`config.mk`:
```
export PLATFORM = sky130hd
export DESIGN_NAME = avafd_sqrt_step
export DESIGN_NICKNAME = d
export VERILOG_FILES = /design/src/rtl/avafd_pkg.sv /design/src/rtl/avafd_sqrt_step.sv
export SDC_FILE = /design/constraint.sdc
export NUM_CORES = 1
export LEC_CHECK = 0
export BUFFER_PORTS_ARGS = -buffer_cell sky130_fd_sc_hd__buf_2
export CORE_MARGIN = 2
export CORE_UTILIZATION = 48
export CTS_CLUSTER_SIZE = 10
export DETAILED_ROUTE_END_ITERATION = 8
export GPL_TIMING_DRIVEN = 0
export PLACE_DENSITY = 0.85
export SYNTH_ARGS = -nofsm -noshare
export SYNTH_HDL_FRONTEND = slang
export SYNTH_SLANG_ARGS = --single-unit
```
`constraint.sdc`:
```
create_clock -name aclk -period 2.85 [get_ports aclk]
set_input_delay 0.285 -clock aclk [delete_from_list [all_inputs] [get_ports aclk]]
set_output_delay 0.285 -clock aclk [all_outputs]
set_load 0.1 [all_outputs]
```
`src/rtl/avafd_pkg.sv`:
```
// Package for the axis-angle-from-Y block: widths, stage payload types and
// the CORDIC arctangent table. No dependencies.
`default_nettype none
package avafd_pkg;

    localparam int CW         = 16;
    localparam int DW         = CW + 1;
    localparam int MW         = CW;
    localparam int PW         = 2 * MW;
    localparam int SW         = PW + 2;
    localparam int RW         = 31;
    localparam int REMW       = RW + 4;
    localparam int SQ_STEPS   = 31;
    localparam int INT_FRAC   = 14;
    localparam int TAB_FRAC   = 16;
    localparam int ANGLE_FRAC = 8;
    localparam int AXIS_FRAC  = 14;
    localparam int ROT_STEPS  = 23;
    localparam int XW         = 34;
    localparam int ZW         = 26;
    localparam int AW         = 24;
    localparam int NW         = MW + AXIS_FRAC + INT_FRAC + 1;
    localparam int QW         = AXIS_FRAC + 1;
    localparam int OW         = 16;

    typedef struct packed {
        logic signed [CW-1:0] start_x;
        logic signed [CW-1:0] start_y;
        logic signed [CW-1:0] start_z;
        logic signed [CW-1:0] end_x;
        logic signed [CW-1:0] end_y;
        logic signed [CW-1:0] end_z;
    } in_item_t;

    typedef struct packed {
        logic        [OW-1:0] angle_deg;
        logic signed [OW-1:0] axis_x;
        logic signed [OW-1:0] axis_y;
        logic signed [OW-1:0] axis_z;
    } out_item_t;

    typedef struct packed {
        logic          s_zero;
        logic          dy_neg;
        logic          dy_zero;
        logic          dx_neg;
        logic          dz_neg;
        logic [MW-1:0] mag_dx;
        logic [MW-1:0] mag_dy;
        logic [MW-1:0] mag_dz;
    } side_t;

    typedef struct packed {
        side_t           side;
        logic [SW-1:0]   rad;
        logic [REMW-1:0] rem;
        logic [RW-1:0]   root;
    } sq_t;

    typedef struct packed {
        side_t                side;
        logic [RW-1:0]        hs;
        logic signed [XW-1:0] x;
        logic signed [XW-1:0] y;
        logic signed [ZW-1:0] z;
        logic [NW-1:0]        nx;
        logic [NW-1:0]        nz;
        logic [QW-1:0]        qx;
        logic [QW-1:0]        qz;
    } rot_t;

    function automatic logic signed [ZW-1:0] atan_tab(input int i);
        logic signed [ZW-1:0] v;
        case (i)
            0:       v = ZW'(2949120);
            1:       v = ZW'(1740967);
            2:       v = ZW'(919879);
            3:       v = ZW'(466945);
            4:       v = ZW'(234379);
            5:       v = ZW'(117304);
            6:       v = ZW'(58666);
            7:       v = ZW'(29335);
            8:       v = ZW'(14668);
            9:       v = ZW'(7334);
            10:      v = ZW'(3667);
            11:      v = ZW'(1833);
            12:      v = ZW'(917);
            13:      v = ZW'(458);
            14:      v = ZW'(229);
            15:      v = ZW'(115);
            16:      v = ZW'(57);
            17:      v = ZW'(29);
            18:      v = ZW'(14);
            19:      v = ZW'(7);
            20:      v = ZW'(4);
            21:      v = ZW'(2);
            22:      v = ZW'(1);
            default: v = '0;
        endcase
        return v;
    endfunction

endpackage
`default_nettype wire

```
`src/rtl/avafd_sqrt_step.sv`:
```
// One stage of the digit-by-digit square root: two radicand bits, one root bit.
// Depends on avafd_pkg.
`default_nettype none
module avafd_sqrt_step (
    input  wire logic            aclk,
    input  wire logic            aresetn,
    input  wire logic            en,
    input  wire logic            in_valid,
    input  wire avafd_pkg::sq_t  in_data,
    output logic                 out_valid,
    output avafd_pkg::sq_t       out_data
);

    logic                          v_reg;
    avafd_pkg::sq_t                d_reg, d_next;
    logic [avafd_pkg::REMW-1:0]    rem_t, trial;

    always_comb begin
        rem_t  = {in_data.rem[avafd_pkg::REMW-3:0],
                  in_data.rad[avafd_pkg::SW-1:avafd_pkg::SW-2]};
        trial  = {{(avafd_pkg::REMW-avafd_pkg::RW-2){1'b0}}, in_data.root, 2'b01};
        d_next      = in_data;
        d_next.rad  = {in_data.rad[avafd_pkg::SW-3:0], 2'b00};
        if (rem_t >= trial) begin
            d_next.rem  = rem_t - trial;
            d_next.root = {in_data.root[avafd_pkg::RW-2:0], 1'b1};
        end else begin
            d_next.rem  = rem_t;
            d_next.root = {in_data.root[avafd_pkg::RW-2:0], 1'b0};
        end
    end

    always_ff @(posedge aclk) begin
        if (!aresetn) begin
            v_reg <= 1'b0;
        end else if (en) begin
            v_reg <= in_valid;
        end
    end

    always_ff @(posedge aclk) begin
        if (en) begin
            d_reg <= d_next;
        end
    end

    assign out_valid = v_reg;
    assign out_data  = d_reg;

endmodule
`default_nettype wire

```
==> reports/qor.txt <==
CP startpoint: in_data[0]
Area contributors post-synth: edfxtp_1, ha_1, a21oi_1
initial antenna violation count: 3
Routed WL: 21.1 mm
DR WL/cell: 19.7 microns
worst-margin pin slew: 637 ps
Synth top area share: 0.636
Rows: 44
GPL Wtd Cong: 0.872
Via Count: 5793
number of global-route vias before repair: 5679
RSZ-0062 raised after global routing: false
sequential-to-total area share from yosys stat: 0.639
number of synthesized flops with an enable pin: 151
clock-pin slew on the worst setup and hold paths: 70 ps
Worst slew margin: 0.575
grt ovf: 0
Clock Skew: 0 ps
largest net degree at the start of global routing: 89
endpoints failing setup: 0
terminus of the critical flop-to-flop path: out_valid
DR DRC count: 0
metal1 wirelength: 8.27 mm
Post-synth top cells: edfxtp_1, a21oi_1, inv_1
period utilization: 0.926
WP data required: 3010 ps
Longest Clk Path Bufs: 2
Core Footprint: 14500 sq um
ys async rst share: 0
routed wl met2: 10.6 mm
status: complete, no violations
die area: 15800 sq um
Worst Reg-to-Reg Cells: 2
Clock Latency Late Sink: 420 ps
Initial Utilization: 0.490
Final Hold Violating Endpoints: 0
most numerous cell in the Yosys netlist: edfxtp_1
Top Metal Used: met5
Cell variety after synth: 71
Worst Slack Setup Final: 212 ps
TritonCTS Buffers: 17
overall routing resource usage: 0.260
Via density: 5.40
met3 wire len: 1.62 mm
CTS H-tree depth: 4
r2r startpoint: out_valid
final antenna-violating net count: 0
CTS resizes: 0
fin. max-slew vios: 0
Top FF cell, synth: edfxtp_1
cts hold-fix bufs: 0
Final #Nets: 1063
YS warnings: 0
Synth area leader: edfxtp_1
Place WS: -203 ps
Synth Area per Inst: 13.0 sq um
leakage power: 4.27 nW
Max Cap Viol: 0
Register-to-Register Setup Slack: 2210 ps
fin crit period: 2640 ps
dpl cell area: 8920 sq um
CTS Root Cell: clkbuf_16
HP Class: primary input to flip-flop
final core occ: 0.653
Detailed Place HPWL: 16.1 mm
Worst Path Arrival: 2800 ps
Mapped Area: 7120 sq um
Critical Path End: out_data[55]
Top-Level Pins: 311
fraction of layout instances using a drive strength above 1: 0.420
CP Class: primary input to flip-flop
Cells after Synth: 549
clk sink count: 152
flops & latches, synth: 152
crit-path max FO: 5
Synth-to-Final Area Change: 33.3%
Iteration-0 DRC Markers: 403
port buffer count: 306
f_max: 0.379 GHz
TritonRoute pass-1 iters: 5
fin area: 9490 sq um
Crit. End Element: flip-flop
Die H: 126 microns
first-pass GRT wire length: 31.0 mm
CTS tree: yes
pwr dens: 812 nW/um^2
critical path launch point type: primary input
Max IR drop VDD: 420 uV
Die Width: 126 microns
hold_ws: 28.9 ps
-- logic make-up (layout without fill, tap and decap cells) --
family / count (synthesis) / in the layout / synth area share
DFF: 152 / 152 / 0.639
muxes: 4 / 4 / 0.00580
other: 1 / 4 / 0.000526
buffers and inverters: 64 / 400 / 0.0400
adders and majority gates: 33 / 33 / 0.0580
xor gates and xnor gates: 24 / 24 / 0.0295
AOI/OAI and AO/OA: 153 / 153 / 0.142
and+or+nand+nor: 118 / 118 / 0.0854
-- area by class of cell --
cell class	count	area, sq um
Sequential cell	152	4550
Buffer	14	97.6
Tap cell	184	230
Clock buffer	19	443
Antenna cell	2	5.00
Fill cell	1127	5040
Multi-Input combinational cell	334	2290
Timing Repair Buffer	307	1570
Clock inverter	13	134
Inverter	47	176
-- metal layers --
metal,track usage,vias up
met2,0.446,248
met3,0.0731,46
met1,0.312,2781
li1,-,2714
met5,0,-
met4,0.104,4
-- registers in the layout, summed over array words and instances, names as in the netlist --
| register | cells |
|---|---|
| out_data | 151 |
| out_valid | 1 |
-- worst min path at each step --
stage / cells after the start / end / slack (ps) / start
finish: 1 / out_data[84] / 30 / in_data[82]
detailed placement: 1 / out_data[92] / 460 / in_data[90]
floorplan: 0 / out_data[100] / 380 / in_data[100]
global placement: 1 / out_data[86] / 460 / in_data[84]
global route: 1 / out_data[84] / 10 / in_data[82]
CTS: 1 / out_data[84] / 10 / in_data[82]
-- cells in the final DEF, fill, tap and decap left out, types with 8 or more instances in the layout --
cell type / instances
a21oi_1: 50
nand2_1: 25
xor2_1: 10
edfxtp_1: 151
a21o_1: 16
ha_1: 33
a211oi_1: 10
nor2_1: 41
and3_1: 8
inv_1: 46
buf_2: 309
clkbuf_16: 17
xnor2_1: 14
o21ai_0: 28
-- timing repair --
item / in CTS / in global routing
buffers inserted: 0 / 0
endpoints found under the hold margin: 0 / 0
endpoints found under the setup margin: 0 / 20
-- where the power goes --
group / total, W / internal (W) / leakage, nW / switching (W)
clock network: 0.00223 / 0.00125 / 0.280 / 0.000973
logic: 0.00270 / 0.000490 / 2.51 / 0.00221
registers: 0.00278 / 0.00273 / 1.49 / 0.0000524
-- critical path, cell delays in order --
cell and delay, ps:
buf_2 90, inv_1 40, ha_1 360, nor2b_1 170, o31a_1 290, o311ai_0 420
nand3b_1 280, o211a_1 320, or2_2 320, xnor2_1 140, a21oi_1 90
-- stage by stage --
stage / cells / power [W] / TNS, ps
2_1_floorplan: 550 / 0.00499 / 0
3_3_place_gp: 1040 / 0.00549 / -46420
3_5_place_dp: 1041 / 0.00552 / -4300
4_1_cts: 1073 / 0.00775 / 0
5_1_grt: 1071 / 0.00795 / 0
6_report: 1072 / 0.00771 / 0
Note: power is estimated with default switching activity, not from simulation.
