[src/rtl/avafd_pkg.sv]
// Package for the axis-angle-from-Y block: widths, stage payload types and
// the CORDIC arctangent table. No dependencies.
`default_nettype none
package avafd_pkg;

    localparam int CW         = 16;
    localparam int DW         = CW + 1;
    localparam int MW         = CW;
    localparam int PW         = 2 * MW;
    localparam int SW         = PW + 2;
    localparam int RW         = 31;
    localparam int REMW       = RW + 4;
    localparam int SQ_STEPS   = 31;
    localparam int INT_FRAC   = 14;
    localparam int TAB_FRAC   = 16;
    localparam int ANGLE_FRAC = 8;
    localparam int AXIS_FRAC  = 14;
    localparam int ROT_STEPS  = 23;
    localparam int XW         = 34;
    localparam int ZW         = 26;
    localparam int AW         = 24;
    localparam int NW         = MW + AXIS_FRAC + INT_FRAC + 1;
    localparam int QW         = AXIS_FRAC + 1;
    localparam int OW         = 16;

    typedef struct packed {
        logic signed [CW-1:0] start_x;
        logic signed [CW-1:0] start_y;
        logic signed [CW-1:0] start_z;
        logic signed [CW-1:0] end_x;
        logic signed [CW-1:0] end_y;
        logic signed [CW-1:0] end_z;
    } in_item_t;

    typedef struct packed {
        logic        [OW-1:0] angle_deg;
        logic signed [OW-1:0] axis_x;
        logic signed [OW-1:0] axis_y;
        logic signed [OW-1:0] axis_z;
    } out_item_t;

    typedef struct packed {
        logic          s_zero;
        logic          dy_neg;
        logic          dy_zero;
        logic          dx_neg;
        logic          dz_neg;
        logic [MW-1:0] mag_dx;
        logic [MW-1:0] mag_dy;
        logic [MW-1:0] mag_dz;
    } side_t;

    typedef struct packed {
        side_t           side;
        logic [SW-1:0]   rad;
        logic [REMW-1:0] rem;
        logic [RW-1:0]   root;
    } sq_t;

    typedef struct packed {
        side_t                side;
        logic [RW-1:0]        hs;
        logic signed [XW-1:0] x;
        logic signed [XW-1:0] y;
        logic signed [ZW-1:0] z;
        logic [NW-1:0]        nx;
        logic [NW-1:0]        nz;
        logic [QW-1:0]        qx;
        logic [QW-1:0]        qz;
    } rot_t;

    function automatic logic signed [ZW-1:0] atan_tab(input int i);
        logic signed [ZW-1:0] v;
        case (i)
            0:       v = ZW'(2949120);
            1:       v = ZW'(1740967);
            2:       v = ZW'(919879);
            3:       v = ZW'(466945);
            4:       v = ZW'(234379);
            5:       v = ZW'(117304);
            6:       v = ZW'(58666);
            7:       v = ZW'(29335);
            8:       v = ZW'(14668);
            9:       v = ZW'(7334);
            10:      v = ZW'(3667);
            11:      v = ZW'(1833);
            12:      v = ZW'(917);
            13:      v = ZW'(458);
            14:      v = ZW'(229);
            15:      v = ZW'(115);
            16:      v = ZW'(57);
            17:      v = ZW'(29);
            18:      v = ZW'(14);
            19:      v = ZW'(7);
            20:      v = ZW'(4);
            21:      v = ZW'(2);
            22:      v = ZW'(1);
            default: v = '0;
        endcase
        return v;
    endfunction

endpackage
`default_nettype wire

[src/rtl/avafd_front.sv]
// Front stages: coordinate differences, magnitudes, X and Z squares, their sum.
// Depends on avafd_pkg.
`default_nettype none
module avafd_front (
    input  wire logic                 aclk,
    input  wire logic                 aresetn,
    input  wire logic                 en,
    input  wire logic                 in_valid,
    input  wire avafd_pkg::in_item_t  in_data,
    output logic                      out_valid,
    output avafd_pkg::sq_t            out_data
);

    logic                                v1_reg, v2_reg, v3_reg;
    logic signed [avafd_pkg::DW-1:0]     dx_reg, dy_reg, dz_reg;
    logic signed [avafd_pkg::DW-1:0]     dx_next, dy_next, dz_next;
    avafd_pkg::side_t                    side2_reg, side2_next;
    logic [avafd_pkg::PW-1:0]            sqx_reg, sqz_reg;
    avafd_pkg::sq_t                      s3_reg, s3_next;
    logic [avafd_pkg::DW-1:0]            ax, ay, az;

    always_comb begin
        dx_next = avafd_pkg::DW'(in_data.end_x) - avafd_pkg::DW'(in_data.start_x);
        dy_next = avafd_pkg::DW'(in_data.end_y) - avafd_pkg::DW'(in_data.start_y);
        dz_next = avafd_pkg::DW'(in_data.end_z) - avafd_pkg::DW'(in_data.start_z);
    end

    always_comb begin
        ax = dx_reg[avafd_pkg::DW-1] ? -dx_reg : dx_reg;
        ay = dy_reg[avafd_pkg::DW-1] ? -dy_reg : dy_reg;
        az = dz_reg[avafd_pkg::DW-1] ? -dz_reg : dz_reg;
        side2_next.mag_dx  = ax[avafd_pkg::MW-1:0];
        side2_next.mag_dy  = ay[avafd_pkg::MW-1:0];
        side2_next.mag_dz  = az[avafd_pkg::MW-1:0];
        side2_next.dx_neg  = dx_reg[avafd_pkg::DW-1];
        side2_next.dy_neg  = dy_reg[avafd_pkg::DW-1];
        side2_next.dz_neg  = dz_reg[avafd_pkg::DW-1];
        side2_next.dy_zero = (dy_reg == '0);
        side2_next.s_zero  = (dx_reg == '0) && (dz_reg == '0);
    end

    always_comb begin
        s3_next.side = side2_reg;
        s3_next.rad  = avafd_pkg::SW'(sqx_reg) + avafd_pkg::SW'(sqz_reg);
        s3_next.rem  = '0;
        s3_next.root = '0;
    end

    always_ff @(posedge aclk) begin
        if (!aresetn) begin
            v1_reg <= 1'b0;
            v2_reg <= 1'b0;
            v3_reg <= 1'b0;
        end else if (en) begin
            v1_reg <= in_valid;
            v2_reg <= v1_reg;
            v3_reg <= v2_reg;
        end
    end

    always_ff @(posedge aclk) begin
        if (en) begin
            dx_reg    <= dx_next;
            dy_reg    <= dy_next;
            dz_reg    <= dz_next;
            side2_reg <= side2_next;
            sqx_reg   <= side2_next.mag_dx * side2_next.mag_dx;
            sqz_reg   <= side2_next.mag_dz * side2_next.mag_dz;
            s3_reg    <= s3_next;
        end
    end

    assign out_valid = v3_reg;
    assign out_data  = s3_reg;

endmodule
`default_nettype wire

[config.mk]
export PLATFORM = sky130hd
export DESIGN_NAME = avafd_front
export DESIGN_NICKNAME = d
export VERILOG_FILES = /design/src/rtl/avafd_pkg.sv /design/src/rtl/avafd_front.sv
export SDC_FILE = /design/constraint.sdc
export NUM_CORES = 1
export LEC_CHECK = 0
export BUFFER_PORTS_ARGS = -buffer_cell sky130_fd_sc_hd__clkbuf_2
export CORE_UTILIZATION = 25
export DETAILED_ROUTE_END_ITERATION = 10
export PLACE_DENSITY_LB_ADDON = 0.2
export SYNTH_ARGS = -nofsm -noshare
export SYNTH_HDL_FRONTEND = slang
export SYNTH_SLANG_ARGS = --single-unit
[constraint.sdc]
create_clock -name aclk -period 10.4 [get_ports aclk]
set_input_delay 3.12 -clock aclk [delete_from_list [all_inputs] [get_ports aclk]]
set_output_delay 3.12 -clock aclk [all_outputs]
set_load 0.02 [all_outputs]
==> impl_metrics.ini <==
[status]
status = completed

[global_route]
grt_start_max_net_pins = 146
grt_first_pass_wirelength_um = 110000
grt_antenna_before_repair = 2
vias_in_the_first_global_route = 19700
globalRoute.totalOverflow = 0
overall_global_routing_resource_usage_pct = 12.8

[floorplanning]
design.portCount = 254
initial_utilization_pct = 25.3
die_width_um = 332
coreArea_um2 = 108000
die_area_um2 = 110000
fp.dieH_um = 332
row_count = 120

[routing]
wirelength_um = 69200
drt_pass1_iterations = 5
route.detailed.wl_per_inst_um = 16.0
drt-initial-drc-count = 802
routed-via-count = 18500
routed_via_density = 4.29
post-route-drc-count = 0
detail-route-antenna-nets = 0

[logic_synthesis]
yosys_warnings = 0
ys_dominant_reg_cell = sky130_fd_sc_hd__edfxtp_1
number_of_synthesized_flops_with_an_enable_pin = 250
ys_seq_elements = 253
syn-instance-count = 2691
yosysSeqAreaShare_pct = 27.8
total_standard_cell_area_after_synthesis_um2 = 27300
ys_types = 90
synth_area_per_cell_um2 = 10.1
asyncSetResetFlopFracSynth_pct = 0

[cts]
post_cts_resize_count = 0
tritoncts = done
cts-hold-fix-buffers = 0
cts-buffers-inserted = 35
post_cts_setup_repair_buffer_count = 0
htree_depth = 2
clock_insertion_delay_worst_skew_ps = 560
clockRootBuffer = sky130_fd_sc_hd__clkbuf_16
cts.sinks = 253
max-clock-path-buffers = 3
clk_transition_reported_paths_ps = 60

[timing]
worst-slew-pin-transition_ps = 1040
finalCriticalPeriod_ps = 9140
final.hold.worst_slack_ps = 416
unrepaired_setup_endpoints_after_global_routing = no
final.setup.tns_ps = 0
slew_headroom_pct = 30.6
timing.clock.skew_ps = 10.4
final-max-slew-violation-count = 0
max_freq_mhz = 109
post-route-period-util_pct = 87.9
finalHoldViolations = 0
timing.final.setup_violations = 0

[finish]
area.growth.synth_to_final_pct = 13.2
drive_above_1_share_pct = 10.9
filler_cell_count = 11400
mostFrequentLayoutCells = sky130_fd_sc_hd__inv_1, sky130_fd_sc_hd__fa_1, sky130_fd_sc_hd__ha_1, sky130_fd_sc_hd__edfxtp_1, sky130_fd_sc_hd__nand2_1
final_nets = 3593
layout_commonest_cell = sky130_fd_sc_hd__inv_1
largest_register_ff_count = 86
insertedDiodeCount = 0

[worst_setup_path]
startpoint = dx_reg[0]
r2r_setup_slack_ps = 1260
critical_path.most_common_cell = sky130_fd_sc_hd__inv_1
crit_fanout = 18
reg2reg_from = dx_reg[0]
reg2regPathDepth = 30
cell_with_the_largest_stage_delay_on_the_worst_path = sky130_fd_sc_hd__xor2_1
cp-start-kind = flip-flop
end_kind = flip-flop
critPathKind = reg -> reg
reg2reg_to = sqx_reg[26]
worst-endpoint-required_ps = 10700
setup.worst_path.end = sqx_reg[26]
delay_of_the_slowest_cell_on_the_worst_path_ps = 720
worst-endpoint-arrival_ps = 9440

[placed_design]
gp_congestion = 0.837
hpwl_um = 55700
io_buffer_count = 186

[min_path]
path_type_of_the_worst_min_delay_path = reg -> reg

[job]
number_of_violations_of_the_max_capacitance_limit = 0
## final cells by class
class | count | area, um2 | area share (%)
Sequential cell | 253 | 7570 | 24.5
Tap cell | 1403 | 1760 | 5.69
Timing Repair Buffer | 217 | 1190 | 3.85
Clock inverter | 17 | 164 | 0.531
Inverter | 577 | 2170 | 7.03
Clock buffer | 43 | 948 | 3.07
Multi-Input combinational cell | 1807 | 17100 | 55.3
## synth_stat cells, types with 20 or more instances
master,instances,area share (%)
sky130_fd_sc_hd__o21a_1,20,0.55
sky130_fd_sc_hd__nor2b_1,22,0.50
sky130_fd_sc_hd__nor2_1,191,2.6
sky130_fd_sc_hd__o21ai_0,68,1.2
sky130_fd_sc_hd__clkbuf_1,44,0.61
sky130_fd_sc_hd__inv_1,558,7.7
sky130_fd_sc_hd__fa_1,328,24
sky130_fd_sc_hd__nand3_1,26,0.48
sky130_fd_sc_hd__xor2_1,67,2.2
sky130_fd_sc_hd__buf_4,69,1.9
sky130_fd_sc_hd__edfxtp_1,250,28
sky130_fd_sc_hd__a21oi_1,96,1.8
sky130_fd_sc_hd__ha_1,274,13
sky130_fd_sc_hd__nand2_1,220,3.0
sky130_fd_sc_hd__a21o_1,72,2.0
sky130_fd_sc_hd__nor3_1,25,0.46
sky130_fd_sc_hd__nand2b_1,20,0.46
sky130_fd_sc_hd__xnor2_1,100,3.2
## metrics by stage
stage / instance area [um2] / utilization (%) / std cells / setup slack, ps
2_1_floorplan: 27500 / - / 2757 / 2850
3_3_place_gp: 29700 / 27.6 / 4257 / 1120
3_5_place_dp: 29700 / 27.6 / 4257 / 1170
4_1_cts: 30800 / 28.7 / 4317 / 1150
5_1_grt: 30800 / 28.7 / 4317 / 702
6_report: 30800 / 28.7 / 4317 / 1260
## layer usage
metal | global-route usage, % | vias to the layer above | part of all wire, %
met1 | 16.9 | 9119 | 46
met4 | 3.37 | 0 | 1.9
met2 | 21.2 | 344 | 47
met3 | 2.57 | 61 | 5.5
met5 | 0 | - | 0
li1 | - | 8979 | -
## critical path, delay by kind of cell (launching register included)
family          cells  cell delay [ps]
fa+ha+maj           8             3640
compound gates      7             1350
buf+inv            10             1260
simple gates        3             1180
xor+xnor            2              870
flops               1              550
## worst min-delay path by stage
stage,startpoint,to,depth (start not counted)
global placement,s3_next[150],out_data[150],0
finish,s3_next[118],out_data[118],0
floorplan,s3_next[101],out_data[101],0
global route,s3_next[119],out_data[119],0
detailed placement,s3_next[125],out_data[125],0
CTS,s3_next[119],out_data[119],0
## cell families (layout without fill, tap and decap cells)
kind of cell               count (synthesis)  count (layout)  synth area share [%]
xor gates and xnor gates                 171             171                  5.65
other                                      1              67                0.0138
muxes                                      5               5                 0.184
and+or+nand+nor                          571             571                  9.32
adders and majority gates                602             602                  36.7
DFF                                      253             253                  27.8
AOI/OAI and AO/OA                        391             391                  9.83
buffers and inverters                    697             854                  10.6
Power is left out: the tool's default activity adds up to more than one toggle a clock period on the data nets, which glitch-free logic cannot reach.
