===== config.mk =====
export PLATFORM = sky130hd
export DESIGN_NAME = avafd_back
export DESIGN_NICKNAME = d
export VERILOG_FILES = /design/src/rtl/avafd_pkg.sv /design/src/rtl/avafd_back.sv
export SDC_FILE = /design/constraint.sdc
export NUM_CORES = 1
export LEC_CHECK = 0
export ABC_CLOCK_PERIOD_IN_PS = 9100
export BUFFER_PORTS_ARGS = -buffer_cell sky130_fd_sc_hd__buf_4
export CORE_AREA = 2 2 143 145
export DETAILED_ROUTE_END_ITERATION = 10
export DIE_AREA = 0 0 145 147
export HOLD_SLACK_MARGIN = 0.1
export PLACE_DENSITY = 0.5
export REMOVE_ABC_BUFFERS = 1
export SETUP_SLACK_MARGIN = 0.15
export SLEW_MARGIN = 25
export SYNTH_ARGS = -nofsm -noshare
export SYNTH_HDL_FRONTEND = slang
export SYNTH_SLANG_ARGS = --single-unit

===== constraint.sdc =====
create_clock -name aclk -period 9.1 [get_ports aclk]
set_input_delay 0.91 -clock aclk [delete_from_list [all_inputs] [get_ports aclk]]
set_output_delay 0.91 -clock aclk [all_outputs]
set_load 0.1 [all_outputs]

===== src/rtl/avafd_pkg.sv =====
// Package for the axis-angle-from-Y block: widths, stage payload types and
// the CORDIC arctangent table. No dependencies.
`default_nettype none
package avafd_pkg;

    localparam int CW         = 16;
    localparam int DW         = CW + 1;
    localparam int MW         = CW;
    localparam int PW         = 2 * MW;
    localparam int SW         = PW + 2;
    localparam int RW         = 31;
    localparam int REMW       = RW + 4;
    localparam int SQ_STEPS   = 31;
    localparam int INT_FRAC   = 14;
    localparam int TAB_FRAC   = 16;
    localparam int ANGLE_FRAC = 8;
    localparam int AXIS_FRAC  = 14;
    localparam int ROT_STEPS  = 23;
    localparam int XW         = 34;
    localparam int ZW         = 26;
    localparam int AW         = 24;
    localparam int NW         = MW + AXIS_FRAC + INT_FRAC + 1;
    localparam int QW         = AXIS_FRAC + 1;
    localparam int OW         = 16;

    typedef struct packed {
        logic signed [CW-1:0] start_x;
        logic signed [CW-1:0] start_y;
        logic signed [CW-1:0] start_z;
        logic signed [CW-1:0] end_x;
        logic signed [CW-1:0] end_y;
        logic signed [CW-1:0] end_z;
    } in_item_t;

    typedef struct packed {
        logic        [OW-1:0] angle_deg;
        logic signed [OW-1:0] axis_x;
        logic signed [OW-1:0] axis_y;
        logic signed [OW-1:0] axis_z;
    } out_item_t;

    typedef struct packed {
        logic          s_zero;
        logic          dy_neg;
        logic          dy_zero;
        logic          dx_neg;
        logic          dz_neg;
        logic [MW-1:0] mag_dx;
        logic [MW-1:0] mag_dy;
        logic [MW-1:0] mag_dz;
    } side_t;

    typedef struct packed {
        side_t           side;
        logic [SW-1:0]   rad;
        logic [REMW-1:0] rem;
        logic [RW-1:0]   root;
    } sq_t;

    typedef struct packed {
        side_t                side;
        logic [RW-1:0]        hs;
        logic signed [XW-1:0] x;
        logic signed [XW-1:0] y;
        logic signed [ZW-1:0] z;
        logic [NW-1:0]        nx;
        logic [NW-1:0]        nz;
        logic [QW-1:0]        qx;
        logic [QW-1:0]        qz;
    } rot_t;

    function automatic logic signed [ZW-1:0] atan_tab(input int i);
        logic signed [ZW-1:0] v;
        case (i)
            0:       v = ZW'(2949120);
            1:       v = ZW'(1740967);
            2:       v = ZW'(919879);
            3:       v = ZW'(466945);
            4:       v = ZW'(234379);
            5:       v = ZW'(117304);
            6:       v = ZW'(58666);
            7:       v = ZW'(29335);
            8:       v = ZW'(14668);
            9:       v = ZW'(7334);
            10:      v = ZW'(3667);
            11:      v = ZW'(1833);
            12:      v = ZW'(917);
            13:      v = ZW'(458);
            14:      v = ZW'(229);
            15:      v = ZW'(115);
            16:      v = ZW'(57);
            17:      v = ZW'(29);
            18:      v = ZW'(14);
            19:      v = ZW'(7);
            20:      v = ZW'(4);
            21:      v = ZW'(2);
            22:      v = ZW'(1);
            default: v = '0;
        endcase
        return v;
    endfunction

endpackage
`default_nettype wire


===== src/rtl/avafd_back.sv =====
// Result stage: angle clamp, fold and rounding, axis saturation and signs,
// special directions. Holds the output register. Depends on avafd_pkg.
`default_nettype none
module avafd_back (
    input  wire logic             aclk,
    input  wire logic             aresetn,
    input  wire logic             en,
    input  wire logic             in_valid,
    input  wire avafd_pkg::rot_t  in_data,
    output logic                  out_valid,
    output avafd_pkg::out_item_t  out_data
);

    localparam logic [avafd_pkg::AW-1:0] DEG90  = avafd_pkg::AW'(90 << avafd_pkg::TAB_FRAC);
    localparam logic [avafd_pkg::AW-1:0] DEG180 = avafd_pkg::AW'(180 << avafd_pkg::TAB_FRAC);
    localparam logic [avafd_pkg::QW-1:0] ONE    = avafd_pkg::QW'(1 << avafd_pkg::AXIS_FRAC);
    localparam int SH = avafd_pkg::TAB_FRAC - avafd_pkg::ANGLE_FRAC;

    logic                         v_reg;
    avafd_pkg::out_item_t         d_reg, d_next;
    logic [avafd_pkg::AW-1:0]     zc, ang;
    logic [avafd_pkg::AW:0]       ang_r;
    logic [avafd_pkg::QW-1:0]     qx, qz;
    logic [avafd_pkg::OW-1:0]     qx_w, qz_w;

    always_comb begin
        if (in_data.z < 0) begin
            zc = '0;
        end else if (avafd_pkg::AW'(in_data.z) > DEG90) begin
            zc = DEG90;
        end else begin
            zc = avafd_pkg::AW'(in_data.z);
        end
        qx   = (in_data.qx > ONE) ? ONE : in_data.qx;
        qz   = (in_data.qz > ONE) ? ONE : in_data.qz;
        qx_w = avafd_pkg::OW'(qx);
        qz_w = avafd_pkg::OW'(qz);
        if (in_data.side.s_zero) begin
            ang = (in_data.side.dy_neg) ? DEG180 : '0;
        end else begin
            ang = (in_data.side.dy_neg) ? DEG180 - zc : zc;
        end
        ang_r = {1'b0, ang} + (avafd_pkg::AW+1)'(1 << (SH - 1));
        d_next.angle_deg = ang_r[SH +: avafd_pkg::OW];
        if (in_data.side.s_zero) begin
            d_next.axis_x = in_data.side.dy_zero ? '0 : avafd_pkg::OW'(ONE);
            d_next.axis_y = in_data.side.dy_zero ? avafd_pkg::OW'(ONE) : '0;
            d_next.axis_z = '0;
        end else begin
            d_next.axis_x = in_data.side.dz_neg ? -qx_w : qx_w;
            d_next.axis_y = '0;
            d_next.axis_z = in_data.side.dx_neg ? qz_w : -qz_w;
        end
    end

    always_ff @(posedge aclk) begin
        if (!aresetn) begin
            v_reg <= 1'b0;
        end else if (en) begin
            v_reg <= in_valid;
        end
    end

    always_ff @(posedge aclk) begin
        if (en) begin
            d_reg <= d_next;
        end
    end

    assign out_valid = v_reg;
    assign out_data  = d_reg;

endmodule
`default_nettype wire


==> results.py <==
metrics = {
    "layout": {
        "nFillCells": 2169,
        "synthToLayoutAreaGrowth_pct": 32.4,
        "regArea_um2": 1490,
        "multi_input_area_um2": 2060,
        "final_cell_mix": "buf_4 (113), nor2_1 (56), edfxtp_1 (49), nand2_1 (32), xnor2_1 (24)",
        "layout_commonest_cell": "buf_4",
        "drive_above_1_share": 0.272,
        "final_nets": 812,
        "final_cell_count_no_fill": 778,
        "antennaDiodeCount": 0,
    },
    "setup_path": {
        "worst-path-buf-inv": 1,
        "arrival_ns": 4.14,
        "critPathMaxStageDelay_ns": 0.48,
        "worstPathRequired_ns": 9.14,
        "worstPathMaxFanout": 6,
        "cp-start-kind": "input pin",
        "path_common_cell": "or2_2",
        "end_kind": "flop",
        "crit_path_top_delay_cell": "or4_1",
        "path_cells": "buf_4, or2_2, or4_1, or2_2, or3_1, o21ai_1, nand2_1, ha_1, o21ai_0, o31ai_1, a32oi_1, nor2_1",
        "critPathKind": "input pin to flop",
        "crit_family": "simple AND/OR/NAND/NOR gates",
    },
    "logic_synthesis": {
        "syn_inst": 411,
        "ys_async_sr_fraction": 0,
        "syn-mean-instance-area_um2": 9.12,
        "synth_area_um2": 3750,
        "ys_types": 65,
        "yosysSeqAreaShare": 0.398,
        "synth_top_flop_cell": "edfxtp_1",
        "synth_seq_cells": 50,
        "synth-edff-count": 49,
        "yosysTopAreaCellShare": 0.392,
        "synthTopCellsByArea": "edfxtp_1 (39%), nor2_1 (5.6%), xnor2_1 (5.6%)",
        "yosys_warnings": 0,
        "synth_top_area_cell": "edfxtp_1",
    },
    "grt": {
        "grtUsageTotal": 0.114,
        "grt_max_degree": 51,
        "grt_pass1_vias": 3383,
        "antenna_found_initial": 0,
        "grt_pass1_wl_um": 19000,
        "grt_overflow": 0,
    },
    "timing": {
        "tns_ns": 0,
        "hold_slack_ns": 0.523,
        "grt_setup_unrepaired": "false",
        "layout_min_cycle_time_ns": 4.10,
        "period_share": 0.451,
        "hold_violations": 0,
        "worstMarginPinSlew_ns": 0.850,
        "skew_ns": 0,
        "report.final.slew_viol_count": 0,
        "fmax_mhz": 244,
        "setup-violations-final": 0,
        "slew_headroom": 0.428,
    },
    "pwr": {
        "power_mw": 0.834,
        "seqPwrFrac": 0.337,
        "comb_power_share": 0.373,
        "leakagePower_nw": 1.87,
        "power_switching_mw": 0.333,
        "power_density_nw_per_um2": 168,
        "internal_power_mw": 0.501,
        "clkPwrFrac": 0.290,
        "ir_worst_vdd_mv": 0.0719,
        "switching_share": 0.399,
    },
    "clocking": {
        "cts_buffer_depth": 2,
        "root_buffer": "clkbuf_16",
        "clk_pin_slew_ns": 0.07,
        "cts_tree": "built",
        "cts_setup_buffers": 0,
        "numCtsBuffers": 5,
        "clock_latency_ns": 0.29,
        "cts_resized": 0,
        "cts.sinks": 50,
        "cts_hold_buf": 0,
        "htree_levels": 2,
    },
    "status": {
        "status": "finished clean",
    },
    "drt": {
        "ant_nets": 0,
        "vias": 3415,
        "viasPerCell": 4.39,
        "drtIter0Drc": 131,
        "dr.pass1.iters": 6,
        "drc": 0,
        "wl_um": 12300,
        "wl_per_cell_um": 15.8,
    },
    "floorplanning": {
        "core_region_area_um2": 19800,
        "num_rows": 52,
        "die_w_um": 145,
        "start_util": 0.189,
        "io_pins": 367,
        "die_h_um": 147,
        "dieArea_um2": 21300,
    },
    "job": {
        "cap_violations": 0,
    },
    "hold_path": {
        "hp-class": "flop to flop",
    },
    "placed_design": {
        "dp_hpwl_um": 9500,
        "place.gp.congestion": 0.838,
        "placedCellCount": 770,
        "io_buffers": 113,
    },
}
routing by layer:
metal | part of all wire | wire [um] | track usage | up-vias
met5 | 0 | 0 | 0 | -
met1 | 0.45 | 5480 | 0.148 | 1606
li1 | - | - | - | 1671
met3 | 0.11 | 1310 | 0.0506 | 15
met2 | 0.43 | 5230 | 0.171 | 123
met4 | 0.020 | 244 | 0.0347 | 0
layout make-up:
type / instances / area share
Multi-Input combinational cell: 326 / 0.414
Clock buffer: 5 / 0.0252
Sequential cell: 50 / 0.300
Timing Repair Buffer: 113 / 0.171
Inverter: 11 / 0.00832
Tap cell: 270 / 0.0681
Clock inverter: 3 / 0.0129
kinds of logic (layout without fill, tap and decap cells):
logic type / after synthesis / count (layout) / share of synthesized area
DFF: 50 / 50 / 0.398
AOI/OAI and AO/OA: 87 / 87 / 0.160
other: 1 / 15 / 0.00100
xor gates and xnor gates: 40 / 40 / 0.0934
and+or+nand+nor: 176 / 176 / 0.256
muxes: 5 / 5 / 0.0137
buffers and inverters: 49 / 132 / 0.0681
adders and majority gates: 3 / 3 / 0.0100
metrics by stage:
step	setup WS [ns]	area [um2]	util
floorplan	5.32	3590	-
global placement	4.72	4770	0.241
detailed placement	4.70	4770	0.241
CTS	5.00	4960	0.250
global route	4.70	4960	0.250
finish	5.00	4960	0.250
Yosys cell counts (all sizes together), types with 3 or more instances:
cell type  count
nor2          56
edfxtp        49
nand2         32
xnor2         24
buf           21
a21oi         20
nor3          20
clkbuf        17
o21ai         16
xor2          16
nor4          12
inv           11
o31ai         11
nand3         10
or3            8
a31oi          7
nand2b         7
or4            6
or2            5
a311oi         4
and2           4
mux2i          4
a211o          3
a21o           3
ha             3
nor2b          3
o41ai          3
path summary, 6_finish.rpt:
check	startpoint	to	slack [ns]	depth (start not counted)
max	in_data[17]	out_data[42]	5.00	12
min	out_valid	out_valid	0.52	2
max reg2reg	out_valid	out_valid	8.50	2
min reg2reg	out_valid	out_valid	0.52	2
state kept, by name, indices dropped and copies added, names as in the netlist:
signal     cells
out_data      49
out_valid      1
worst min-delay path: stages (launching register included):
cell	delay (ns)
dfxtp_1	0.33
mux2i_1	0.07
nor2b_1	0.09
power groups by stage:
stage          registers (mW)  logic, mW  clock network (mW)
2_1_floorplan           0.420     0.0841                   0
3_3_place_gp            0.286      0.310                   0
3_5_place_dp            0.286      0.311                   0
4_1_cts                 0.282      0.312               0.251
5_1_grt                 0.283      0.327               0.257
6_report                0.281      0.311               0.242
Power figures use the tool's default switching activity.
