**config.mk**
```make
export PLATFORM = sky130hd
export DESIGN_NAME = avafd_rot_step
export DESIGN_NICKNAME = d
export VERILOG_FILES = /design/src/rtl/avafd_pkg.sv /design/src/rtl/avafd_rot_step.sv
export SDC_FILE = /design/constraint.sdc
export NUM_CORES = 1
export LEC_CHECK = 0
export BUFFER_PORTS_ARGS = -buffer_cell sky130_fd_sc_hd__buf_4
export CAP_MARGIN = 10
export CORE_MARGIN = 2
export CORE_UTILIZATION = 30
export CTS_CLUSTER_DIAMETER = 200
export CTS_CLUSTER_SIZE = 10
export DETAILED_ROUTE_END_ITERATION = 7
export GPL_ROUTABILITY_DRIVEN = 0
export HOLD_SLACK_MARGIN = 0.15
export MAX_ROUTING_LAYER = met4
export PLACE_DENSITY_LB_ADDON = 0.08
export SYNTH_ARGS = -nofsm -noshare
export SYNTH_HDL_FRONTEND = slang
export SYNTH_SLANG_ARGS = --single-unit
```
**constraint.sdc**
```tcl
create_clock -name aclk -period 2.97 [get_ports aclk]
set_clock_uncertainty 0.05 [all_clocks]
set_input_delay 0 -clock aclk [delete_from_list [all_inputs] [get_ports aclk]]
set_output_delay 0 -clock aclk [all_outputs]
set_load 0.01 [all_outputs]
```
**src/rtl/avafd_pkg.sv**
```systemverilog
// Package for the axis-angle-from-Y block: widths, stage payload types and
// the CORDIC arctangent table. No dependencies.
`default_nettype none
package avafd_pkg;

    localparam int CW         = 16;
    localparam int DW         = CW + 1;
    localparam int MW         = CW;
    localparam int PW         = 2 * MW;
    localparam int SW         = PW + 2;
    localparam int RW         = 31;
    localparam int REMW       = RW + 4;
    localparam int SQ_STEPS   = 31;
    localparam int INT_FRAC   = 14;
    localparam int TAB_FRAC   = 16;
    localparam int ANGLE_FRAC = 8;
    localparam int AXIS_FRAC  = 14;
    localparam int ROT_STEPS  = 23;
    localparam int XW         = 34;
    localparam int ZW         = 26;
    localparam int AW         = 24;
    localparam int NW         = MW + AXIS_FRAC + INT_FRAC + 1;
    localparam int QW         = AXIS_FRAC + 1;
    localparam int OW         = 16;

    typedef struct packed {
        logic signed [CW-1:0] start_x;
        logic signed [CW-1:0] start_y;
        logic signed [CW-1:0] start_z;
        logic signed [CW-1:0] end_x;
        logic signed [CW-1:0] end_y;
        logic signed [CW-1:0] end_z;
    } in_item_t;

    typedef struct packed {
        logic        [OW-1:0] angle_deg;
        logic signed [OW-1:0] axis_x;
        logic signed [OW-1:0] axis_y;
        logic signed [OW-1:0] axis_z;
    } out_item_t;

    typedef struct packed {
        logic          s_zero;
        logic          dy_neg;
        logic          dy_zero;
        logic          dx_neg;
        logic          dz_neg;
        logic [MW-1:0] mag_dx;
        logic [MW-1:0] mag_dy;
        logic [MW-1:0] mag_dz;
    } side_t;

    typedef struct packed {
        side_t           side;
        logic [SW-1:0]   rad;
        logic [REMW-1:0] rem;
        logic [RW-1:0]   root;
    } sq_t;

    typedef struct packed {
        side_t                side;
        logic [RW-1:0]        hs;
        logic signed [XW-1:0] x;
        logic signed [XW-1:0] y;
        logic signed [ZW-1:0] z;
        logic [NW-1:0]        nx;
        logic [NW-1:0]        nz;
        logic [QW-1:0]        qx;
        logic [QW-1:0]        qz;
    } rot_t;

    function automatic logic signed [ZW-1:0] atan_tab(input int i);
        logic signed [ZW-1:0] v;
        case (i)
            0:       v = ZW'(2949120);
            1:       v = ZW'(1740967);
            2:       v = ZW'(919879);
            3:       v = ZW'(466945);
            4:       v = ZW'(234379);
            5:       v = ZW'(117304);
            6:       v = ZW'(58666);
            7:       v = ZW'(29335);
            8:       v = ZW'(14668);
            9:       v = ZW'(7334);
            10:      v = ZW'(3667);
            11:      v = ZW'(1833);
            12:      v = ZW'(917);
            13:      v = ZW'(458);
            14:      v = ZW'(229);
            15:      v = ZW'(115);
            16:      v = ZW'(57);
            17:      v = ZW'(29);
            18:      v = ZW'(14);
            19:      v = ZW'(7);
            20:      v = ZW'(4);
            21:      v = ZW'(2);
            22:      v = ZW'(1);
            default: v = '0;
        endcase
        return v;
    endfunction

endpackage
`default_nettype wire

```
**src/rtl/avafd_rot_step.sv**
```systemverilog
// One CORDIC vectoring step, plus one quotient bit of both axis dividers when STEP < QW.
// Depends on avafd_pkg.
`default_nettype none
module avafd_rot_step #(
    parameter int STEP = 0
) (
    input  wire logic             aclk,
    input  wire logic             aresetn,
    input  wire logic             en,
    input  wire logic             in_valid,
    input  wire avafd_pkg::rot_t  in_data,
    output logic                  out_valid,
    output avafd_pkg::rot_t       out_data
);

    logic                                v_reg;
    avafd_pkg::rot_t                     d_reg, d_next;
    logic signed [avafd_pkg::XW-1:0]     xs, ys;
    logic [avafd_pkg::NW-1:0]            nx_n, nz_n;
    logic [avafd_pkg::QW-1:0]            qx_n, qz_n;

    generate
        if (STEP < avafd_pkg::QW) begin : g_div
            localparam int K = avafd_pkg::QW - 1 - STEP;
            logic [avafd_pkg::NW-1:0] dsh;
            always_comb begin
                dsh = avafd_pkg::NW'(in_data.hs) << K;
                if (in_data.nx >= dsh) begin
                    nx_n = in_data.nx - dsh;
                    qx_n = {in_data.qx[avafd_pkg::QW-2:0], 1'b1};
                end else begin
                    nx_n = in_data.nx;
                    qx_n = {in_data.qx[avafd_pkg::QW-2:0], 1'b0};
                end
                if (in_data.nz >= dsh) begin
                    nz_n = in_data.nz - dsh;
                    qz_n = {in_data.qz[avafd_pkg::QW-2:0], 1'b1};
                end else begin
                    nz_n = in_data.nz;
                    qz_n = {in_data.qz[avafd_pkg::QW-2:0], 1'b0};
                end
            end
        end else begin : g_nodiv
            always_comb begin
                nx_n = in_data.nx;
                nz_n = in_data.nz;
                qx_n = in_data.qx;
                qz_n = in_data.qz;
            end
        end
    endgenerate

    always_comb begin
        xs     = in_data.x >>> STEP;
        ys     = in_data.y >>> STEP;
        d_next = in_data;
        if (in_data.y > 0) begin
            d_next.x = in_data.x + ys;
            d_next.y = in_data.y - xs;
            d_next.z = in_data.z + avafd_pkg::atan_tab(STEP);
        end else if (in_data.y < 0) begin
            d_next.x = in_data.x - ys;
            d_next.y = in_data.y + xs;
            d_next.z = in_data.z - avafd_pkg::atan_tab(STEP);
        end
        d_next.nx = nx_n;
        d_next.nz = nz_n;
        d_next.qx = qx_n;
        d_next.qz = qz_n;
    end

    always_ff @(posedge aclk) begin
        if (!aresetn) begin
            v_reg <= 1'b0;
        end else if (en) begin
            v_reg <= in_valid;
        end
    end

    always_ff @(posedge aclk) begin
        if (en) begin
            d_reg <= d_next;
        end
    end

    assign out_valid = v_reg;
    assign out_data  = d_reg;

endmodule
`default_nettype wire

```
==> metrics.md, run 1 <==
| Metric | Value |
|---|---|
| DIE HEIGHT | 262.0 um |
| LEAKAGE | 14.80 nW |
| Worst-Margin Slew | 701.4 ps |
| Post-Synth Adder-Cell Area | 10.77% |
| Drt pass-1 iters | 6 |
| CP top delay family | buffers and inverters |
| Clock latency at the later pin of the worst-skew pair | 540 ps |
| MaxCap Viol Count | 0 |
| GRT overflow | 0 |
| Critical path data required time | 3210 ps |
| Clock transition at path regs | 50 ps |
| Rows | 94 |
| Final Hold Vio Count | 8 |
| R2r setup slk | 1760 ps |
| Area growth syn-to-layout | 67.68% |
| Largest net degree at the start of global routing | 74 |
| Initial Util | 30.33% |
| Clock power frac | 27.0% |
| Period Utilization, post-route | 99.03% |
| Num CTS Buffers | 35 |
| HPWL after DPL | 68,560 um |
| Met3 Use GR | 4.041% |
| Largest fanout on the critical path | 9 |
| # H-tree levels | 2 |
| Routed via count | 21,269 |
| TritonCTS clock tree | yes |
| Area of the mapped netlist | 19,980 um2 |
| Worst hold endpoint | out_data[214] |
| Worst r2r src | out_valid |
| CP Buf/Inv Count | 5 |
| CP max stage delay | 560 ps |
| EDFF count, synth | 298 |
| Setup Slack @ Placement | -632.5 ps |
| Reg2Reg Depth | 3 |
| Vias in the first global route | 21,647 |
| Core area | 65,860 um2 |
| Simple-gate share of the synthesized area | 10.69% |
| Top cells by count, synth | edfxtp_1 (298), a21oi_1 (250), ha_1 (164) |
| Slew margin rel. | 53.24% |
| Antenna violations before repair | 7 |
| Sw frac | 31.17% |
| Hold WS | -370.3 ps |
| PortBufs | 598 |
| Synth Warn # | 0 |
| Busiest grt layer | met2 |
| XOR/XNOR Fraction of Synth Area | 3.157% |
| Arr. time, crit path | 3180 ps |
| Synthesis-stage register bit count | 299 |
| I/O Pins | 601 |
| Most used cell, CP | buf_4 |
| Max Buffers Root-to-Sink | 3 |
| Failing checks | hold timing |
| Initial DRC Count | 1,621 |
| Largest cells by area after synthesis | edfxtp_1 (45%), ha_1 (10%), a21oi_1 (6.3%) |
| Yosys top cell by area | edfxtp_1 |
| Max VDD drop | 320.0 uV |
| Kind of critical path | primary input to flip-flop |
| Sequential cell area | 8969 um2 |
| Final Max Slew Viols | 0 |
| F_max | 340.0 MHz |
| Post-synthesis compound-gate area fraction | 22.84% |
| GR Layer Usage met2 | 44.70% |
| WHS Path Cells | 1 |
| Status | finished with violations |
| CP cell instances | dlygate4sd3_1 > buf_4 > ha_1 > buf_4 > or4_1 > o211a_1 > buf_4 > o21ai_0 > a32o_1 > a21oi_1 > dlygate4sd3_1 |
| Post-synth top area share | 44.80% |
| Nets | 3,772 |
| CTS Root Cell | clkbuf_16 |
| Wire length per cell | 21.43 um |
| Setup TNS Final | 0 ps |
| Fillers | 6,101 |
| WL final | 89,590 um |
| Flop pwr share | 36.9% |
| Asr flop ratio synth | 0% |
| Pwr Density | 437.0 nW/um2 |
| Largest family of logic cells by synthesized area | compound AO/OA/AOI/OAI gates |
| Sw Pwr | 4.563 mW |
| Yosys cell types | 86 |
| Global-route met1 utilization | 29.32% |
| CP max-delay cell | or4_1 |
| Post-synthesis mux area share | 2.819% |
| Die Wd | 262.0 um |
| Count leader, synth | edfxtp_1 |
| Min-delay src | in_data[214] |
| Mapped Nets | 2,455 |
| Primary FF master, synth | edfxtp_1 |
| Hold Crit Class | primary input to flip-flop |
| P_int | 10.08 mW |
| CP Capture Type | flip-flop |
| Post-Synthesis Cells | 1,984 |
| Final setup fails | 0 |
| Share of layout cells above drive strength 1 | 31.58% |
| Seq/Total Area, Yosys | 44.90% |
| R2R Path End | out_valid |
| Clock tree sinks | 299 |
| Routed vias/inst | 5.088 |
| Global Route Usage Sum | 25.36% |
| First-pass GRT wire length | 129,200 um |
| Area occupied by multi-input gates | 10,270 um2 |
| Die area | 68,670 um2 |
| Avg Inst Size Synth | 10.07 um2 |
| Final worst setup slack | 28.69 ps |
| ANT nets after route | 0 |
| Final Critical Period | 2941 ps |
| Combinational fraction of design power | 36.1% |
| Residual DRC | 0 |
| Crit start category | primary input |
[final cells by class]
type / count / share of cell area, %
Clock buffer: 43 / 2.768
Multi-Input combinational cell: 1437 / 30.67
Sequential cell: 299 / 26.78
Timing Repair Buffer: 1374 / 34.70
Clock inverter: 2 / 0.07471
Antenna cell: 7 / 0.05230
Tap cell: 864 / 3.228
Inverter: 154 / 1.726
[how the worst max path moves through the flow]
stage	startpoint	endpoint	slack, ps	depth (start not counted)
finish	in_data[195]	out_data[199]	30	11
global route	in_data[229]	out_data[101]	-40	15
CTS	in_data[91]	out_data[107]	10	12
detailed placement	in_data[146]	out_data[212]	-630	14
global placement	in_data[146]	out_data[212]	-540	14
floorplan	in_data[146]	out_data[212]	160	11
[kinds of logic after synthesis]
| kind of cell | count (synthesis) |
|---|---|
| and+or+nand+nor | 443 |
| DFF | 299 |
| buffers and inverters | 248 |
| xor gates and xnor gates | 72 |
| AOI/OAI and AO/OA | 702 |
| adders and majority gates | 169 |
| muxes | 51 |
[state kept, by name (all words and copies together), names as in the netlist]
signal / flops
out_data: 298
out_valid: 1
[cell usage in the layout, fill, tap and decap left out, types with 22 or more instances in the layout]
cell type / n
xnor2_1: 46
xor2_1: 26
nand3_1: 22
clkbuf_16: 37
o21bai_1: 41
inv_1: 149
o22ai_1: 22
buf_4: 913
a21o_1: 57
nor2_1: 128
a21oi_1: 246
ha_1: 158
nand2_1: 112
nor3_1: 32
o21ai_0: 89
dlygate4sd3_1: 443
mux2_1: 30
edfxtp_1: 298
[worst register-to-register path, stage by stage, from the launching register on]
cell	delay, ps
dfxtp_1	310
mux2i_1	120
nor2b_1	60
dlygate4sd3_1	560
[what timing repair did]
item / in CTS / in global routing
pin swaps: 0 / 12
hold buffers: 436 / 8
setup buffers: 0 / 11
setup endpoints to repair: 1 / 70
gates resized for setup: 1 / 49
endpoints found under the hold margin: 363 / 15
gates cloned: 0 / 1
[power by group through the flow]
stage                     Clock, mW  Sequential [mW]  Combinational (mW)
after global placement            0             5.49                4.58
final                          3.95             5.40                5.28
after floorplan                   0             5.67                1.88
after CTS                      4.10             5.40                5.14
after detailed placement          0             5.49                4.60
after global routing           4.25             5.44                5.69
[through the flow]
| stage | util [%] | hold slack (ps) | power [mW] | area, um2 | cells |
|---|---|---|---|---|---|
| after CTS | 50.21 | -394.1 | 14.65 | 33070 | 4155 |
| after global placement | 42.13 | 128.3 | 10.06 | 27750 | 3674 |
| final | 50.85 | -370.3 | 14.64 | 33490 | 4180 |
| after detailed placement | 42.13 | 129.2 | 10.08 | 27750 | 3674 |
| after global routing | 50.85 | -392.7 | 15.37 | 33490 | 4180 |
| after floorplan | - | 48.87 | 7.554 | 19980 | 1984 |
[per-layer routing]
layer / part of all wire (%) / up-vias
li1: - / 10060
met1: 40 / 10292
met2: 50 / 768
met3: 6.3 / 149
met4: 3.3 / 0
met5: 0 / -
No activity file was read; power rests on OpenSTA's default activity.
==> run 2: changes to the inputs <==
- CTS_BUF_LIST: default -> sky130_fd_sc_hd__clkbuf_4
- SLEW_MARGIN: default -> 10
==> run 2 against run 1 <==
Against the previous run:
- the flow finishes with violations (hold timing, setup timing)
- global-route usage grew 1.1 points
- setup slack lost 30 ps
- non-clock buffer count grew 216
- clock power shrank 42%
- sequential cell count is the same
- sequential share of layout area shrank 1.2 points
- critical path type unchanged
- largest power group is now combinational logic
==> metrics.md, run 2 (same netlist as run 1, synthesis figures left out) <==
| Metric | Value |
|---|---|
| Final Hold Vio Count | 1 |
| MaxCap Viol Count | 0 |
| Slew margin rel. | 44.00% |
| # H-tree levels | 2 |
| Routed via count | 22,260 |
| Status | finished with violations |
| Residual DRC | 0 |
| Max Buffers Root-to-Sink | 3 |
| Most common cell after layout, fill and taps aside | buf_4 |
| Arr. time, crit path | 3420 ps |
| PortBufs | 598 |
| First-pass GRT wire length | 134,900 um |
| CP cell instances | buf_4 > dlygate4sd3_1 > inv_1 > ha_1 > a211oi_1 > o221ai_2 > o311ai_2 > buf_4 > nand3_1 > a31oi_1 > buf_4 > o21ai_4 > a311oi_2 > buf_4 > a21oi_1 > xor2_1 > mux2_2 |
| Final worst setup slack | -1.179 ps |
| Hold Crit Class | primary input to flip-flop |
| Nets | 3,988 |
| F_max | 336.6 MHz |
| Area occupied by multi-input gates | 10,330 um2 |
| Share of layout cells above drive strength 1 | 29.96% |
| WL final | 92,560 um |
| Crit start category | primary input |
| Sequential cell area | 8969 um2 |
| Area growth syn-to-layout | 75.67% |
| Period Utilization, post-route | 100.0% |
| Rows | 94 |
| DIE HEIGHT | 262.0 um |
| Post-DP Area | 27,750 um2 |
| Drt pass-1 iters | 6 |
| LEAKAGE | 15.45 nW |
| Placed Cells | 3,674 |
| Largest fanout on the critical path | 3 |
| Vias in the first global route | 22,924 |
| Global Route Usage Sum | 26.41% |
| Routed vias/inst | 5.058 |
| Most used cell, CP | buf_4 |
| Hold WS | -453.7 ps |
| Worst-Margin Slew | 818.8 ps |
| Fillers | 5,985 |
| Layout Cells excl Fill | 4,401 |
| Design Area, Final | 35,090 um2 |
| CP Capture Type | flip-flop |
| Initial DRC Count | 1,721 |
| Clock transition at path regs | 120 ps |
| Kind of critical path | primary input to flip-flop |
| Critical path data required time | 3420 ps |
| ANT nets after route | 0 |
| Final Critical Period | 2971 ps |
| Commonest non-fill, non-tap cells in the layout | buf_4 (914), dlygate4sd3_1 (662), edfxtp_1 (298) |
| Antenna violations before repair | 12 |
| Largest net degree at the start of global routing | 74 |
| Max VDD drop | 229.2 uV |
| GRT overflow | 0 |
| Clock latency at the later pin of the worst-skew pair | 750 ps |
| Max reg flops | 298 |
| Wire length per cell | 21.03 um |
| Die area | 68,670 um2 |
| Final setup fails | 1 |
| HPWL after DPL | 68,560 um |
| Num CTS Buffers | 35 |
| Final Max Slew Viols | 0 |
| TritonCTS clock tree | yes |
| Die Wd | 262.0 um |
| Failing checks | hold timing, setup timing |
| CP max stage delay | 580 ps |
| CTS Root Cell | clkbuf_4 |
| Initial Util | 30.33% |
| Pwr Density | 380.4 nW/um2 |
| CP max-delay cell | dlygate4sd3_1 |
| Clock tree sinks | 299 |
| I/O Pins | 601 |
| Core area | 65,860 um2 |
run 2: changes by cell type in the layout (fill, tap and decap cells not counted), sizes merged:
cell / change
buf: -2
bufinv: +1
clkbuf: -1
clkinv: -1
diode: +5
dlygate4sd3: +219
run 2: area by class of cell:
cell class,count,share of cell area (%)
timing repair buffer,1590,39.17
multi-input combinational,1437,29.44
sequential,299,25.56
tap,864,3.081
inverter,154,1.647
clock buffer,43,0.9199
clock inverter,2,0.09627
antenna,12,0.08557
run 2: metal layers:
metal,GRT usage (%),vias to the layer above,routed length [um]
li1,-,10516,-
met1,30.14,10754,36620
met2,46.10,810,46170
met3,4.697,180,6209
met4,9.824,0,3560
met5,-,-,0
run 2: timing repair:
| action | CTS | global route |
|---|---|---|
| endpoints found under the setup margin | 0 | 74 |
| resized for setup | 0 | 53 |
| hold buffers | 661 | 3 |
| buffers inserted | 0 | 7 |
| endpoints found under the hold margin | 597 | 3 |
run 2: metrics by stage:
step	power (mW)	worst slack, ps	setup TNS (ps)	utilization (%)	hold slack (ps)
after floorplan	7.554	161.6	0	-	48.87
after global placement	10.06	-537.6	-18290	42.13	128.3
after detailed placement	10.08	-632.5	-20700	42.13	129.2
after CTS	13.30	5.365	0	52.72	-664.5
after global routing	14.05	-33.79	-157.9	53.28	-505.0
final	13.35	-1.179	-1.179	53.28	-453.7
run 2: path summary, 6_finish.rpt:
check                           cells after the start    startpoint  slack, ps           end
worst max register to register                      3     out_valid       1750     out_valid
worst max-delay path                               17  in_data[216]         -1  out_data[72]
worst min register to register                      3     out_valid       1050     out_valid
worst min-delay path                                2   in_data[47]       -450  out_data[47]
run 2: report_power, final:
group / internal, mW / total (mW) / switching, mW
Clock: 0.749 / 2.31 / 1.56
Sequential: 5.21 / 5.40 / 0.189
Combinational: 2.96 / 5.64 / 2.69
Total: 8.91 / 13.3 / 4.43
run 2: worst max-delay path, delay by kind of cell:
kind | cells | cell delay (ps)
and+or+nand+nor | 1 | 110
AOI/OAI and AO/OA | 7 | 1440
xor gates and xnor gates | 1 | 140
adders and majority gates | 1 | 220
buffers and inverters | 6 | 1240
muxes | 1 | 270
==> run 3: changes to the inputs <==
- SKIP_CTS_REPAIR_TIMING: default -> 1
==> run 3 against run 2 <==
Against the previous run:
- the flow finishes with violations (hold timing)
- die area unchanged
- non-clock buffer count down 61
- setup slack better by 59 ps
- critical path depth decreased by 5
- first-iteration DRC count increased by 3.2%
- sequential share of layout area grew 0.64 points
- sequential power about the same
- clock power is essentially flat
- final area decreased by 2.4%
- combinational power is 3.7% lower
- register-to-register slack about the same
==> metrics.md, run 3 (same netlist as run 1, synthesis figures left out) <==
| Metric | Value |
|---|---|
| Clock tree sinks | 299 |
| Failing checks | hold timing |
| CP Capture Type | flip-flop |
| Rows | 94 |
| Vias in the first global route | 19,431 |
| Critical path data required time | 3620 ps |
| Pwr Density | 383.4 nW/um2 |
| PortBufs | 598 |
| Period Utilization, post-route | 98.05% |
| Initial DRC Count | 1,776 |
| HPWL after DPL | 68,560 um |
| TritonCTS clock tree | yes |
| Hold Crit Class | primary input to flip-flop |
| R2R Path End | out_valid |
| Final Hold Vio Count | 14 |
| WHS Path Cells | 1 |
| Routed vias/inst | 5.036 |
| DIE HEIGHT | 262.0 um |
| Share of layout cells above drive strength 1 | 29.16% |
| Worst hold endpoint | out_data[221] |
| Core area | 65,860 um2 |
| Commonest non-fill, non-tap cells in the layout | buf_4 (908), dlygate4sd3_1 (609), edfxtp_1 (298) |
| First-pass GRT wire length | 120,800 um |
| Routed via count | 21,846 |
| Status | finished with violations |
| R2r setup slk | 1750 ps |
| # H-tree levels | 2 |
| ANT nets after route | 0 |
| Initial Util | 30.33% |
| Max VDD drop | 298.2 uV |
| Final setup fails | 0 |
| Hold WS | -628.2 ps |
| MaxCap Viol Count | 0 |
| Global Route Usage Sum | 23.96% |
| Final Critical Period | 2912 ps |
| Num CTS Buffers | 35 |
| WL final | 91,380 um |
| Min-delay src | in_data[221] |
| Largest fanout on the critical path | 4 |
| Drt pass-1 iters | 5 |
| CP cell instances | dlygate4sd3_1 > buf_4 > ha_1 > or2_1 > a2bb2oi_1 > or4_1 > o211ai_1 > a21oi_1 > buf_4 > a221o_1 > a22oi_1 > dlygate4sd3_1 |
| Most common cell after layout, fill and taps aside | buf_4 |
| Area growth syn-to-layout | 71.37% |
| Worst-Margin Slew | 747.6 ps |
| Arr. time, crit path | 3560 ps |
| Max reg flops | 298 |
| Antenna violations before repair | 10 |
| Worst r2r src | out_valid |
| Reg2Reg Depth | 3 |
| Die area | 68,670 um2 |
| Clock transition at path regs | 160 ps |
| CP max stage delay | 560 ps |
| Clock latency at the later pin of the worst-skew pair | 730 ps |
| GRT overflow | 0 |
| I/O Pins | 601 |
| Nets | 3,927 |
| Wire length per cell | 21.06 um |
| Max Buffers Root-to-Sink | 3 |
| Final Max Slew Viols | 0 |
| LEAKAGE | 15.15 nW |
| Largest net degree at the start of global routing | 74 |
| F_max | 343.4 MHz |
| Die Wd | 262.0 um |
| Kind of critical path | primary input to flip-flop |
| Post-layout util | 51.97% |
| Slew margin rel. | 50.16% |
| Crit start category | primary input |
| CP max-delay cell | dlygate4sd3_1 |
| CTS Root Cell | clkbuf_4 |
| Residual DRC | 0 |
## run 3: changes by cell type in the layout (fill, tap and decap cells not counted), moves of 4 or more
| cell | previous run | this run |
|---|---|---|
| a21oi_1 | 244 | 250 |
| a21oi_2 | 8 | 2 |
| buf_4 | 914 | 908 |
| dlygate4sd3_1 | 662 | 609 |
| o21ai_0 | 91 | 95 |
## run 3: how the worst max path moves through the flow
stage,to,startpoint,cells past startpoint
after global routing,out_data[74],in_data[58],13
after detailed placement,out_data[212],in_data[146],14
final,out_data[203],in_data[194],12
after global placement,out_data[212],in_data[146],14
after CTS,out_data[212],in_data[146],14
after floorplan,out_data[212],in_data[146],11
## run 3: area by class of cell
class                           instances  area (um2)
Clock buffer                           43       322.8
Tap cell                              864        1081
Sequential cell                       299        8969
Fill cell                            6133       31630
Clock inverter                          2       33.78
Multi-Input combinational cell       1437       10070
Timing Repair Buffer                 1529       13150
Inverter                              154       578.1
Antenna cell                           10       25.02
## run 3: worst max-delay path, delay by kind of cell
kind	cells	cell delay, ps
buffers and inverters	4	1430
adder cells (fa/ha/maj)	1	310
AO/OA/AOI/OAI	5	1110
AND/OR/NAND/NOR	2	720
## run 3: report_power, final
part	switching [mW]	internal, mW	total, mW
logic	2.62	2.81	5.43
clock network	1.55	0.749	2.30
registers	0.185	5.21	5.39
## run 3: layer usage
metal / global-route usage [%] / wire (um) / vias to the layer above
li1: - / - / 10384
met1: 28.02 / 37010 / 10562
met5: - / 0 / -
met4: 6.513 / 2732 / 0
met2: 42.21 / 46190 / 755
met3: 4.147 / 5449 / 145
## run 3: stage by stage
stage | area, um2 | total power [mW] | setup WS [ps] | TNS [ps] | instances
final | 34230 | 13.12 | 57.81 | 0 | 4338
after global routing | 34230 | 13.82 | -6.642 | -6.642 | 4338
after CTS | 28110 | 12.41 | 251.5 | 0 | 3719
after detailed placement | 27750 | 10.08 | -632.5 | -20700 | 3674
after global placement | 27750 | 10.06 | -537.6 | -18290 | 3674
after floorplan | 19980 | 7.554 | 161.6 | 0 | 1984
